`src/frst_pkg.sv`:
```
// Package for the frame reassembly slot tracker.
// Holds the item kinds, result codes, sequencer states and configuration types.
// No dependencies.
package frst_pkg;

  localparam int KIND_W = 2;
  localparam int STATUS_W = 4;
  localparam int CFG_IDX_W = 3;
  localparam int CFG_DATA_W = 32;
  localparam int SIDX_W = 6;
  localparam int OFF_W = SIDX_W + 16;
  localparam logic [23:0] BYTES_MAX = 24'hFFFFFF;

  typedef enum logic [KIND_W-1:0] {
    KIND_PKT  = 2'd0,
    KIND_TICK = 2'd1,
    KIND_SCAN = 2'd2
  } kind_t;

  typedef enum logic [STATUS_W-1:0] {
    ST_WRITTEN   = 4'd0,
    ST_COMPLETE  = 4'd1,
    ST_BAD_HDR   = 4'd2,
    ST_OVERSIZE  = 4'd3,
    ST_STALE     = 4'd4,
    ST_NO_BUF    = 4'd5,
    ST_BAD_SECT  = 4'd6,
    ST_DUPLICATE = 4'd7,
    ST_TICK      = 4'd8
  } status_t;

  typedef enum logic [CFG_IDX_W-1:0] {
    REG_MAX_PAYLOAD = 3'd0,
    REG_BIG_FRAME   = 3'd1,
    REG_SLOT_CAP    = 3'd2,
    REG_SYNC_TO     = 3'd3,
    REG_REASM_TO    = 3'd4,
    REG_MIN_DIFF    = 3'd5
  } reg_idx_t;

  typedef enum logic [2:0] {
    SEQ_IDLE,
    SEQ_CHECK,
    SEQ_SCAN,
    SEQ_FIND,
    SEQ_SEL,
    SEQ_RMW,
    SEQ_PUSH,
    SEQ_FINISH
  } seq_t;

  typedef struct packed {
    logic [15:0]        max_payload;
    logic [23:0]        big_frame;
    logic [23:0]        slot_cap;
    logic [31:0]        sync_to;
    logic [31:0]        reasm_to;
    logic signed [15:0] min_diff;
  } cfg_t;

endpackage

```
`src/frst_cfg_regs.sv`:
```
// Configuration registers of the frame reassembly slot tracker.
// Depends on frst_pkg.
module frst_cfg_regs
  import frst_pkg::*;
(
  input  logic                  clk,
  input  logic                  rst,
  input  logic                  cfg_we,
  input  logic [CFG_IDX_W-1:0]  cfg_index,
  input  logic [CFG_DATA_W-1:0] cfg_data,
  output cfg_t                  cfg
);

  always_ff @(posedge clk) begin
    if (rst) begin
      cfg.max_payload <= 16'd1024;
      cfg.big_frame   <= 24'd65536;
      cfg.slot_cap    <= 24'd1048576;
      cfg.sync_to     <= 32'd1000;
      cfg.reasm_to    <= 32'd200;
      cfg.min_diff    <= -16'sd100;
    end else if (cfg_we) begin
      case (reg_idx_t'(cfg_index))
        REG_MAX_PAYLOAD: cfg.max_payload <= cfg_data[15:0];
        REG_BIG_FRAME:   cfg.big_frame <= cfg_data[23:0];
        REG_SLOT_CAP:    cfg.slot_cap <= cfg_data[23:0];
        REG_SYNC_TO:     cfg.sync_to <= cfg_data;
        REG_REASM_TO:    cfg.reasm_to <= cfg_data;
        REG_MIN_DIFF:    cfg.min_diff <= signed'(cfg_data[15:0]);
        default: ;
      endcase
    end
  end

endmodule

```
`src/frst_slot_mem.sv`:
```
// Slot record memory: one write port, one read port, registered read data.
// No dependencies.
module frst_slot_mem #(
  parameter int DEPTH = 4,
  parameter int AW = 2,
  parameter int DW = 8
) (
  input  logic          clk,
  input  logic          we,
  input  logic [AW-1:0] waddr,
  input  logic [DW-1:0] wdata,
  input  logic [AW-1:0] raddr,
  output logic [DW-1:0] rdata
);

  logic [DW-1:0] mem [DEPTH];

  always_ff @(posedge clk) begin
    if (we) begin
      mem[waddr] <= wdata;
    end
    rdata <= mem[raddr];
  end

endmodule

```
`src/frame_reassembly_slot_tracker_top.sv`:
```
// Top level of the frame reassembly slot tracker: sequencer around the slot memory.
// Depends on frst_pkg, frst_cfg_regs and frst_slot_mem.
//
// Usage: items (packet headers, ticks, timeout scans) enter on the in_valid /
// in_ready channel, one word per item, and each item yields exactly one result
// word on the out_valid / out_ready channel. Configuration registers are
// written through cfg_we, cfg_index and cfg_data while the block is idle.
// The slot records live in a memory with registered read data; per-slot
// occupancy sits in flip-flops, so an empty slot needs no memory clearing.
// A scan walks the memory, one slot read per cycle. An accepted packet walks the
// memory to search for its slot, and a packet that completes a frame walks it
// again to clear older frames, one slot per cycle in each walk. A tick, an
// unknown kind or a packet dropped on its header checks reads no slot.
// One item is worked on at a time; the next is taken while the previous result
// still waits in the output register. When the receiver stalls, the result
// holds and a second finished result waits inside until the register frees.
// Reset (synchronous, active high) empties all slots, drops sync, zeroes time
// and loads the register defaults.
module frame_reassembly_slot_tracker_top
  import frst_pkg::*;
#(
  parameter int NUM_SLOTS = 4,
  parameter int MAX_SECTIONS = 64,
  parameter int TIME_BITS = 32
) (
  input  logic                  clk,
  input  logic                  rst,
  input  logic                  in_valid,
  output logic                  in_ready,
  input  logic [1:0]            kind,
  input  logic                  header_valid,
  input  logic [15:0]           frame_index,
  input  logic [15:0]           section_index,
  input  logic [23:0]           frame_length,
  input  logic [15:0]           payload_len,
  input  logic                  buffer_free,
  output logic                  out_valid,
  input  logic                  out_ready,
  output logic [3:0]            status,
  output logic [1:0]            slot,
  output logic [23:0]           write_offset,
  output logic [15:0]           write_len,
  output logic                  evicted,
  output logic                  sync_lost,
  output logic                  resynced,
  input  logic                  cfg_we,
  input  logic [CFG_IDX_W-1:0]  cfg_index,
  input  logic [CFG_DATA_W-1:0] cfg_data
);

  localparam int SW = (NUM_SLOTS > 1) ? $clog2(NUM_SLOTS) : 1;
  localparam int CNW = $clog2(NUM_SLOTS + 1);
  localparam int BMW = (MAX_SECTIONS > 1) ? $clog2(MAX_SECTIONS) : 1;
  localparam int CMPW = (TIME_BITS > 32) ? TIME_BITS : 32;
  localparam int RW = 16 + 24 + TIME_BITS + MAX_SECTIONS + 24;

  cfg_t cfg;

  frst_cfg_regs u_cfg (
    .clk(clk), .rst(rst), .cfg_we(cfg_we), .cfg_index(cfg_index),
    .cfg_data(cfg_data), .cfg(cfg)
  );

  logic          mem_we;
  logic [SW-1:0] mem_waddr;
  logic [RW-1:0] mem_wdata;
  logic [SW-1:0] mem_raddr;
  logic [RW-1:0] mem_rdata;

  frst_slot_mem #(.DEPTH(NUM_SLOTS), .AW(SW), .DW(RW)) u_mem (
    .clk(clk), .we(mem_we), .waddr(mem_waddr), .wdata(mem_wdata),
    .raddr(mem_raddr), .rdata(mem_rdata)
  );

  logic [15:0]           rd_num;
  logic [23:0]           rd_bytes;
  logic [TIME_BITS-1:0]  rd_start;
  logic [MAX_SECTIONS-1:0] rd_bitmap;
  logic [23:0]           rd_got;

  assign {rd_num, rd_bytes, rd_start, rd_bitmap, rd_got} = mem_rdata;

  seq_t state, state_next;
  logic [NUM_SLOTS-1:0] occ, occ_next;
  logic synced, synced_next;
  logic [15:0] last_pushed, last_pushed_next;
  logic [TIME_BITS-1:0] last_act, last_act_next;
  logic [TIME_BITS-1:0] cur_time, cur_time_next;
  logic [CNW-1:0] cnt, cnt_next;

  logic k_hvalid;
  logic [15:0] k_fidx;
  logic [15:0] k_sidx;
  logic [23:0] k_flen;
  logic [15:0] k_plen;
  logic k_bfree;
  logic [OFF_W-1:0] k_off;

  logic m_hit, m_hit_next;
  logic [SW-1:0] m_idx, m_idx_next;
  logic e_have, e_have_next;
  logic [SW-1:0] e_idx, e_idx_next;
  logic s_have, s_have_next;
  logic [SW-1:0] s_idx, s_idx_next;
  logic [TIME_BITS-1:0] s_age, s_age_next;
  logic l_have, l_have_next;
  logic [SW-1:0] l_idx, l_idx_next;
  logic [TIME_BITS-1:0] l_age, l_age_next;
  logic [SW-1:0] sel, sel_next;

  status_t r_status, r_status_next;
  logic [SW-1:0] r_slot, r_slot_next;
  logic [23:0] r_woff, r_woff_next;
  logic [15:0] r_wlen, r_wlen_next;
  logic r_evict, r_evict_next;
  logic r_lost, r_lost_next;
  logic r_resync, r_resync_next;
  logic out_valid_next;
  logic load_out;

  logic [CNW-1:0] eval_cnt;
  logic [SW-1:0] e;
  logic [TIME_BITS-1:0] age_rd, age_act;
  logic aged;
  logic signed [15:0] d_pkt, d_push;
  logic [SW-1:0] pick;
  logic occ_s;
  logic [23:0] c_bytes, c_got, got_new;
  logic [MAX_SECTIONS-1:0] c_bitmap;
  logic [TIME_BITS-1:0] c_start;
  logic [24:0] got_sum;
  logic [23:0] end_off;
  logic [SW+1:0] slot_ext;

  assign eval_cnt = cnt - CNW'(1);
  assign e = eval_cnt[SW-1:0];
  assign age_rd = cur_time - rd_start;
  assign age_act = cur_time - last_act;
  assign aged = synced && (CMPW'(age_act) > CMPW'(cfg.sync_to));
  assign d_pkt = signed'(k_fidx - last_pushed);
  assign d_push = signed'(rd_num - k_fidx);
  assign pick = m_hit ? m_idx : e_have ? e_idx : s_have ? s_idx : l_idx;
  assign occ_s = occ[sel];
  assign c_bytes = occ_s ? rd_bytes : k_flen;
  assign c_got = occ_s ? rd_got : 24'd0;
  assign c_bitmap = occ_s ? rd_bitmap : '0;
  assign c_start = occ_s ? rd_start : cur_time;
  assign got_sum = {1'b0, c_got} + {9'd0, k_plen};
  assign got_new = got_sum[24] ? BYTES_MAX : got_sum[23:0];
  assign end_off = 24'({1'b0, k_off} + {7'd0, k_plen});
  assign in_ready = (state == SEQ_IDLE);
  assign slot_ext = {2'b00, r_slot};

  always_comb begin
    state_next = state;
    occ_next = occ;
    synced_next = synced;
    last_pushed_next = last_pushed;
    last_act_next = last_act;
    cur_time_next = cur_time;
    cnt_next = cnt;
    m_hit_next = m_hit;
    m_idx_next = m_idx;
    e_have_next = e_have;
    e_idx_next = e_idx;
    s_have_next = s_have;
    s_idx_next = s_idx;
    s_age_next = s_age;
    l_have_next = l_have;
    l_idx_next = l_idx;
    l_age_next = l_age;
    sel_next = sel;
    r_status_next = r_status;
    r_slot_next = r_slot;
    r_woff_next = r_woff;
    r_wlen_next = r_wlen;
    r_evict_next = r_evict;
    r_lost_next = r_lost;
    r_resync_next = r_resync;
    mem_we = 1'b0;
    mem_waddr = sel;
    mem_wdata = {k_fidx, c_bytes, c_start, c_bitmap, c_got};
    mem_raddr = (cnt < CNW'(NUM_SLOTS)) ? cnt[SW-1:0] : '0;
    load_out = 1'b0;
    out_valid_next = out_valid && !out_ready;

    case (state)
      SEQ_IDLE: begin
        if (in_valid) begin
          r_status_next = ST_TICK;
          r_slot_next = '0;
          r_woff_next = '0;
          r_wlen_next = '0;
          r_evict_next = 1'b0;
          r_lost_next = 1'b0;
          r_resync_next = 1'b0;
          cnt_next = '0;
          case (kind_t'(kind))
            KIND_TICK: begin
              cur_time_next = cur_time + TIME_BITS'(1);
              state_next = SEQ_FINISH;
            end
            KIND_SCAN: begin
              if (aged) begin
                synced_next = 1'b0;
                r_lost_next = 1'b1;
              end
              state_next = SEQ_SCAN;
            end
            KIND_PKT: state_next = SEQ_CHECK;
            default: state_next = SEQ_FINISH;
          endcase
        end
      end
      SEQ_CHECK: begin
        m_hit_next = 1'b0;
        e_have_next = 1'b0;
        s_have_next = 1'b0;
        l_have_next = 1'b0;
        r_lost_next = aged;
        synced_next = synced && !aged;
        state_next = SEQ_FINISH;
        if (!k_hvalid) begin
          r_status_next = ST_BAD_HDR;
        end else if (k_flen > cfg.slot_cap) begin
          r_status_next = ST_OVERSIZE;
        end else if (synced && !aged && d_pkt < cfg.min_diff) begin
          r_lost_next = 1'b1;
          synced_next = 1'b1;
          last_pushed_next = k_fidx - 16'd1;
          r_resync_next = 1'b1;
          last_act_next = cur_time;
          state_next = SEQ_FIND;
        end else if (synced && !aged && d_pkt <= 16'sd0) begin
          r_status_next = ST_STALE;
        end else begin
          if (!(synced && !aged)) begin
            synced_next = 1'b1;
            last_pushed_next = k_fidx - 16'd1;
            r_resync_next = 1'b1;
          end
          last_act_next = cur_time;
          state_next = SEQ_FIND;
        end
      end
      SEQ_SCAN: begin
        if (cnt != '0 && occ[e] && (CMPW'(age_rd) > CMPW'(cfg.reasm_to))) begin
          occ_next[e] = 1'b0;
        end
        if (cnt == CNW'(NUM_SLOTS)) begin
          state_next = SEQ_FINISH;
        end else begin
          cnt_next = cnt + CNW'(1);
        end
      end
      SEQ_FIND: begin
        if (cnt != '0 && !m_hit) begin
          if (occ[e] && rd_num == k_fidx) begin
            m_hit_next = 1'b1;
            m_idx_next = e;
          end else if (!occ[e]) begin
            if (!e_have) begin
              e_have_next = 1'b1;
              e_idx_next = e;
            end
          end else if (rd_bytes >= cfg.big_frame) begin
            if (!l_have || age_rd > l_age) begin
              l_have_next = 1'b1;
              l_idx_next = e;
              l_age_next = age_rd;
            end
          end else begin
            if (!s_have || age_rd > s_age) begin
              s_have_next = 1'b1;
              s_idx_next = e;
              s_age_next = age_rd;
            end
          end
        end
        if (cnt == CNW'(NUM_SLOTS)) begin
          state_next = SEQ_SEL;
        end else begin
          cnt_next = cnt + CNW'(1);
        end
      end
      SEQ_SEL: begin
        mem_raddr = pick;
        sel_next = pick;
        r_slot_next = pick;
        if (!m_hit && !e_have) begin
          occ_next[pick] = 1'b0;
          r_evict_next = 1'b1;
        end
        state_next = SEQ_RMW;
      end
      SEQ_RMW: begin
        state_next = SEQ_FINISH;
        cnt_next = '0;
        if (!occ_s && !k_bfree) begin
          r_status_next = ST_NO_BUF;
        end else begin
          occ_next[sel] = 1'b1;
          mem_we = 1'b1;
          if (c_got >= c_bytes) begin
            r_status_next = ST_DUPLICATE;
          end else if (k_sidx >= 16'(MAX_SECTIONS) || k_plen == 16'd0) begin
            r_status_next = ST_BAD_SECT;
          end else if (c_bitmap[k_sidx[BMW-1:0]]) begin
            r_status_next = ST_DUPLICATE;
          end else if (end_off > c_bytes) begin
            r_status_next = ST_BAD_SECT;
          end else begin
            mem_wdata = {k_fidx, c_bytes, c_start,
                         c_bitmap | (MAX_SECTIONS'(1) << k_sidx[BMW-1:0]), got_new};
            r_woff_next = 24'(k_off);
            r_wlen_next = k_plen;
            r_status_next = ST_WRITTEN;
            if (got_new >= c_bytes) begin
              r_status_next = ST_COMPLETE;
              mem_we = 1'b0;
              occ_next[sel] = 1'b0;
              last_pushed_next = k_fidx;
              state_next = SEQ_PUSH;
            end
          end
        end
      end
      SEQ_PUSH: begin
        if (cnt != '0 && occ[e] && (d_push < 16'sd0 || rd_num == k_fidx)) begin
          occ_next[e] = 1'b0;
        end
        if (cnt == CNW'(NUM_SLOTS)) begin
          state_next = SEQ_FINISH;
        end else begin
          cnt_next = cnt + CNW'(1);
        end
      end
      SEQ_FINISH: begin
        if (!out_valid || out_ready) begin
          load_out = 1'b1;
          out_valid_next = 1'b1;
          state_next = SEQ_IDLE;
        end
      end
      default: state_next = SEQ_IDLE;
    endcase
  end

  always_ff @(posedge clk) begin
    if (rst) begin
      state <= SEQ_IDLE;
      occ <= '0;
      synced <= 1'b0;
      last_pushed <= '0;
      last_act <= '0;
      cur_time <= '0;
      out_valid <= 1'b0;
    end else begin
      state <= state_next;
      occ <= occ_next;
      synced <= synced_next;
      last_pushed <= last_pushed_next;
      last_act <= last_act_next;
      cur_time <= cur_time_next;
      out_valid <= out_valid_next;
    end
  end

  always_ff @(posedge clk) begin
    cnt <= cnt_next;
    m_hit <= m_hit_next;
    m_idx <= m_idx_next;
    e_have <= e_have_next;
    e_idx <= e_idx_next;
    s_have <= s_have_next;
    s_idx <= s_idx_next;
    s_age <= s_age_next;
    l_have <= l_have_next;
    l_idx <= l_idx_next;
    l_age <= l_age_next;
    sel <= sel_next;
    r_status <= r_status_next;
    r_slot <= r_slot_next;
    r_woff <= r_woff_next;
    r_wlen <= r_wlen_next;
    r_evict <= r_evict_next;
    r_lost <= r_lost_next;
    r_resync <= r_resync_next;
    if (in_valid && in_ready) begin
      k_hvalid <= header_valid;
      k_fidx <= frame_index;
      k_sidx <= section_index;
      k_flen <= frame_length;
      k_plen <= payload_len;
      k_bfree <= buffer_free;
      k_off <= section_index[SIDX_W-1:0] * cfg.max_payload;
    end
    if (load_out) begin
      status <= r_status;
      slot <= slot_ext[1:0];
      write_offset <= r_woff;
      write_len <= r_wlen;
      evicted <= r_evict;
      sync_lost <= r_lost;
      resynced <= r_resync;
    end
  end

endmodule

```
`config.mk`:
```
export PLATFORM = sky130hd
export DESIGN_NAME = frame_reassembly_slot_tracker_top
export DESIGN_NICKNAME = d
export VERILOG_FILES = /design/src/frst_pkg.sv /design/src/frst_cfg_regs.sv /design/src/frst_slot_mem.sv /design/src/frame_reassembly_slot_tracker_top.sv
export SDC_FILE = /design/constraint.sdc
export NUM_CORES = 2
export LEC_CHECK = 0
export ABC_AREA = 1
export BUFFER_PORTS_ARGS = -buffer_cell sky130_fd_sc_hd__buf_2
export CAP_MARGIN = 10
export CELL_PAD_IN_SITES_DETAIL_PLACEMENT = 1
export CELL_PAD_IN_SITES_GLOBAL_PLACEMENT = 1
export CORE_MARGIN = 2
export CORE_UTILIZATION = 54
export DETAILED_ROUTE_END_ITERATION = 12
export PLACE_DENSITY = 0.83
export SYNTH_ARGS = -nofsm -noshare
export SYNTH_HDL_FRONTEND = slang
export SYNTH_SLANG_ARGS = --single-unit
```
`constraint.sdc`:
```
create_clock -name clk -period 25.5 [get_ports clk]
set_input_delay 5.1 -clock clk [delete_from_list [all_inputs] [get_ports clk]]
set_output_delay 5.1 -clock clk [all_outputs]
set_load 0.05 [all_outputs]
```
* Word level (Yosys, flattened, before mapping)
Memories as Yosys holds them, arrays and structs flattened. A register that Yosys moved wholly into a read port is not among the register bits. Cells that the tools add are included. W data, S select, Z words.
Storage, ports and cells: RAM bits 640, flip-flop bits (word level) 508, memories kept 1, output and inout port bits 51
Operators by class: mux-type cells 155, reductions and logical operators 72, order comparisons 21, eq/ne operators 48, bitwise logic cells 13, $mul 1, shifts and indexed selects 1, $add $sub $neg 10
Memory list:
- u_mem.mem | depth 4, width 160, read ports 1, clocked after Yosys merged registers in 1, wr ports 1, RTL line frst_slot_mem.sv:16 | logic [DW-1:0] mem [DEPTH];
Operators by type and width (number):
- $mux W88 | 6
- $mux W16 | 17
- $mux W24 | 9
- $gt A32 B32 Y1 | 4
- $mux W32 | 3
- $ge A24 B24 Y1 | 3
- $mux W64 | 1
- $or A64 B64 Y64 | 1
- $pmux W16 S2 | 2
- $shl A1 B6 Y64 const A | 1
- $sub A32 B32 Y32 | 2
- $mux W1 | 61
- $mux W4 | 14
- $ne A2 B2 Y1 const B | 25
- $pmux W24 S2 | 1
- $mux W3 | 15
- $add A32 B1 Y32 const B | 1
- $sub A16 B16 Y16 | 2
- $reduce_and A6 Y1 | 5
- $add A24 B16 Y25 | 1
- $gt A23 B24 Y1 | 1
- $gt A24 B24 Y1 | 1
- $add A22 B16 Y23 | 1
- $mul A6 B16 Y22 | 1
- 52 further kinds | 143

* Logic depth before layout (Yosys ltp)
depth after elaboration 15, mapped depth 39

* Hierarchy
A second synthesis with hierarchy kept.
Second synthesis, totals: cell total of the unflattened synthesis 7758, area, all modules 68192.9 um^2
Modules (own cells, without submodules):
- frame_reassembly_slot_tracker_top | seq. area each 9919.5 um^2, area each 32258.4 um^2, cells each 4275, times used 1
- frst_slot_mem | seq. area each 22421.5 um^2, area each 30277.8 um^2, cells each 2675, times used 1
- frst_cfg_regs | seq. area each 2882.8 um^2, area each 5656.7 um^2, cells each 808, times used 1

* Least setup slack after synthesis
No wires, ideal clock.
path kind reg2reg, start point register sel[0], in the netlist mem_waddr[0], end point memory u_mem.mem[1][0] (netlist bit) (enable), library setup time 0.875 ns, arrival time 14.932 ns, stages on the path, launching flop included 30, setup slack 9.693 ns, cells stage by stage edfxtp_1 > inv_2 > nand2_1 > nand2_1 > nand2_2 > nand2_2 > buf_6 > buf_6 > clkbuf_1 > clkbuf_1 > nand2_1 > inv_1 > ha_1 > a21oi_1 > nand2_1 > a21oi_1 > nand2_2 > nand3_4 > inv_1 > or2_1 > ha_1 > nand2_1 > inv_1 > o21ai_0 > nand3_1 > nand2_1 > nand4_1 > nand3_1 > nand2_1 > nor3_1
Between the ends: longest elaborated chain between the ends 15, elaborated cells on any way between the ends 23, those cells by class add/sub (1); order compare (3); mux (17); reduce/logical (2)
Ends and longest elaborated chain:
- from (decl) | RTL line frame_reassembly_slot_tracker_top.sv:109 | logic [SW-1:0] sel, sel_next;
- from (signal assigned) | RTL line frame_reassembly_slot_tracker_top.sv:381 | sel <= sel_next;
- $bmux W1 S2 | RTL line frame_reassembly_slot_tracker_top.sv:143 | assign occ_s = occ[sel];
- $mux W1 (not written as such) | RTL line frame_reassembly_slot_tracker_top.sv:143
- $mux W24 | RTL line frame_reassembly_slot_tracker_top.sv:145 | assign c_got = occ_s ? rd_got : 24'd0;
- $add A24 B16 Y25 | RTL line frame_reassembly_slot_tracker_top.sv:148 | assign got_sum = {1'b0, c_got} + {9'd0, k_plen};
- $mux W24 | RTL line frame_reassembly_slot_tracker_top.sv:149 | assign got_new = got_sum[24] ? BYTES_MAX : got_sum[23:0];
- $ge A24 B24 Y1 | RTL line frame_reassembly_slot_tracker_top.sv:318 | if (got_new >= c_bytes) begin
- $mux W1 | RTL line frame_reassembly_slot_tracker_top.sv:318
- $mux W1 | RTL line frame_reassembly_slot_tracker_top.sv:310 | end else if (end_off > c_bytes) begin
- $mux W1 | RTL line frame_reassembly_slot_tracker_top.sv:308 | end else if (c_bitmap[k_sidx[BMW-1:0]]) begin
- $mux W1 | RTL line frame_reassembly_slot_tracker_top.sv:306 | end else if (k_sidx >= 16'(MAX_SECTIONS) || k_plen == 16'd0) begin
- $mux W1 | RTL line frame_reassembly_slot_tracker_top.sv:304 | if (c_got >= c_bytes) begin
- $mux W1 | RTL line frame_reassembly_slot_tracker_top.sv:299 | if (!occ_s && !k_bfree) begin
- $mux W1 | RTL line frame_reassembly_slot_tracker_top.sv:187 | case (state)
- $mux W1 | RTL line frst_slot_mem.sv:19 | if (we) begin
- $mux W1 (not written as such) | RTL line frst_slot_mem.sv:20 | mem[waddr] <= wdata;
- to (decl) | RTL line frst_slot_mem.sv:16
Several ways; a longest one is shown, not always the timed one. The select of a mux whose other input is x is not followed.

* Worst setup path after layout
start point input section_index[5], end point register k_off[20], data pin
Between the ends: longest elaborated chain between the ends 1
Ends and longest elaborated chain:
- from (decl) | RTL line frame_reassembly_slot_tracker_top.sv:33 | input logic [15:0] section_index,
- $mul A6 B16 Y22 | RTL line frame_reassembly_slot_tracker_top.sv:396 | k_off <= section_index[SIDX_W-1:0] * cfg.max_payload;
- to (signal assigned) | RTL line frame_reassembly_slot_tracker_top.sv:396
- to (decl) | RTL line frame_reassembly_slot_tracker_top.sv:97 | logic [OFF_W-1:0] k_off;
Every way passes these cells. A chain may end at the register's enable or synchronous reset.

==> results.md <==
* Antenna Violating Nets Remaining at 0
* Post-CTS Setup Bufs at 0
* Non-filler instance count after layout at 8244
* Largest net degree at the start of global routing at 207
* Fin crit period at 9300 ps
* Post-layout net count at 7196
* Placer Congestion at 0.897
* Critical path type: input pin to flip-flop
* Clock sinks at 1304
* Hold_sp: r_woff[6]
* Layout fillers at 12651
* Max VDD drop at 0.103 mV
* Iter 0 DRT Violations at 4299
* Post-synthesis register bit count at 1304
* Area of the multi-input gates at 0.0244 mm2
* Yosys Warn Count at 0
* Port Buf Inserts at 164
* Number of cell rows at 125
* Die width at 347 um
* Synth Cell Area at 0.0636 mm2
* Setup Skew at 33.6 ps
* Final WS setup at 16200 ps
* Hold WC Path Type: flip-flop to flip-flop
* Crit path max-delay family: adder cells
* CTS tree: built
* Area of the core at 0.117 mm2
* Wirelength per Cell at 24.4 um
* Mux cell area share after synthesis at 0.0334%
* Most frequent CP cell: nand2_1
* Slew HR at 14.3%
* Setup crit end kind: flip-flop
* Setup TNS at 0 ps
* Syn Inst Count at 6486
* Worst-margin pin slew at 1280 ps
* Max-Cap Viols at 0
* Post-synthesis area per instance at 9.81 um2
* Post-CTS Resized at 0
* Leakage power at 28.4 nW
* WHS at 414 ps
* Die Height at 347 um
* CP Data Required Time at 26020 ps
* Gr ovfl total at 0
* Final HPWL DP at 131 mm
* Pre-antenna DRT Iters at 5
* # H-tree levels at 4
* Total power at 7.22 mW
* Post-synth cell types at 69
* Residual DRC at 0
* Io pins at 167
* Reg2reg start: mem_waddr[0]
* First-pass GRT wire length at 308 mm
* Largest family of logic cells by synthesized area: simple AND/OR/NAND/NOR gates
* Period utilization at 36.5%
* Dpl cells at 7980
* Clk_lat worst skew at 790 ps
* Most common cell after layout, fill and taps aside: edfxtp_1
* Setup violators final at 0
* Asr flop ratio synth at 0%
* Post-synthesis simple-gate area fraction at 13.5%
* Most frequent cells in the layout: edfxtp_1 (911), nand2_1 (881), inv_1 (787), nor2_1 (657), o21ai_0 (651)
* Initial Util at 54.6%
* TritonCTS Buffers at 142
* Total GRT Usage at 33.2%
* Sequential Area at 0.0352 mm2
* Layout area overhead at 10.8%
* Final Slew Violations at 0
* Pwr Density at 102 mW/mm2
* Clock transition at path regs at 60 ps
* Critical path cell sequence: buf_2, nand2_1, fa_1, fa_1, fa_1, inv_1, ha_1, a21oi_1, nand2_1, a21oi_1, o21ai_0, a21boi_0, o21ai_0, a21boi_0, o21ai_0, nand2_1, nand2_1, nand2_1, nand2_1, xor2_1
* Final instance area at 0.0705 mm2
* Crit-path max FO at 17
* Worst reg-to-reg setup slack at 17360 ps
* Initial antenna violation count at 5
* EDFF count, synth at 911
* Number of global-route vias before repair at 53555
* Critical Path Start Type: input pin
* Arrival time worst endpoint at 9820 ps
* Max clock buf depth at 3
* Worst Path Buf+Inv at 2
* Seq/Total Area, Yosys at 55.4%
* Fin. Hold Viols at 0
* CP max-delay cell: fa_1
* CTS Hold Bufs at 0
* Crit path largest cell delay at 550 ps
* Most used DFF post-synth: edfxtp_1
* Die ar. at 0.121 mm2
* Routed Wire Length at 201 mm
* DR vias/cell at 6.04
* Crit. Startpoint: section_index[5]
* Xor/xnor cell area share of the yosys netlist at 1.85%
* Outcome: finished clean
* Utilization after layout at 60.5%
* CTS root buf: clkbuf_16
* Post-Synth Adder-Cell Area at 10.2%
* RSZ-0062 raised after global routing: false
* Via Count at 49776
* Fraction of layout cells with a size suffix above 1 at 7.64%
* Fmax at 108 MHz
* Compound-Gate Fraction of Synth Area at 12.7%
* Placed Area at 0.0658 mm2
* Pre-CTS WS at 15520 ps
## metal layers
layer	GRT usage (%)	part of all wire (%)
met3	4.84	6.0
met4	16.8	5.3
met5	0	0.0065
met1	40.9	40
met2	56.8	49
## flip-flops by register name, summed over array words and instances, names as in the netlist, 22 cells and up, named ones only
signal / cells
k_off: 22
cur_time: 32
last_act: 32
l_age: 32
u_mem.mem: 640
u_mem.rdata: 160
write_offset: 22
r_woff: 22
s_age: 32
u_cfg.cfg: 144
k_flen: 24
## area by class of cell
| class | count | share of cell area, % |
|---|---|---|
| multi-input combinational | 4140 | 34.7 |
| inverter | 799 | 4.28 |
| sequential | 1304 | 50.0 |
| tap | 1524 | 2.71 |
| timing repair buffer | 213 | 1.72 |
| clock buffer | 195 | 5.57 |
| antenna | 2 | 0.00710 |
| clock inverter | 67 | 1.03 |
## cells by family after synthesis
kind of cell | count (synthesis)
xor gates and xnor gates | 134
and+or+nand+nor | 2033
other | 1
buffers and inverters | 1043
DFF | 1304
muxes | 2
AOI/OAI and AO/OA | 1489
adders and majority gates | 480
## cell usage after synthesis, types with 5 or more instances
master,instances,area (um2)
a21boi_0,14,105
xor2_1,108,946
nor2_4,6,67.6
o211ai_1,33,248
nor2_2,6,37.5
a21oi_1,513,2570
nand3b_1,12,90.1
buf_1,5,18.8
xnor2_1,26,228
nand2_1,884,3320
o21ai_1,11,55.1
nand4_1,50,313
nor2_1,665,2500
dfxtp_1,393,7870
edfxtp_1,911,27400
nor4_1,25,156
o21bai_1,8,60.1
inv_1,791,2970
buf_6,17,191
nand2_2,8,50.1
a31oi_1,22,138
inv_2,5,18.8
clkbuf_1,216,811
nand3_1,271,1360
ha_1,419,5240
o221ai_1,14,123
fa_1,61,1220
o21a_1,16,120
o22ai_1,164,1030
a211oi_1,10,75.1
or2_2,21,131
o21ai_0,657,3290
nor3_1,59,295
## final timing paths
kind,to,cells past startpoint
max reg2reg,u_mem.mem[0][71],27
min reg2reg,write_offset[6],0
max,k_off[20],20
min,write_offset[6],0
## power by group
group / switching (mW) / leakage (nW) / internal, mW
Sequential: 0.186 / 11.3 / 2.57
Combinational: 1.65 / 14.8 / 0.720
Clock: 0.890 / 2.27 / 1.20
Note: power is estimated with default switching activity, not from simulation.
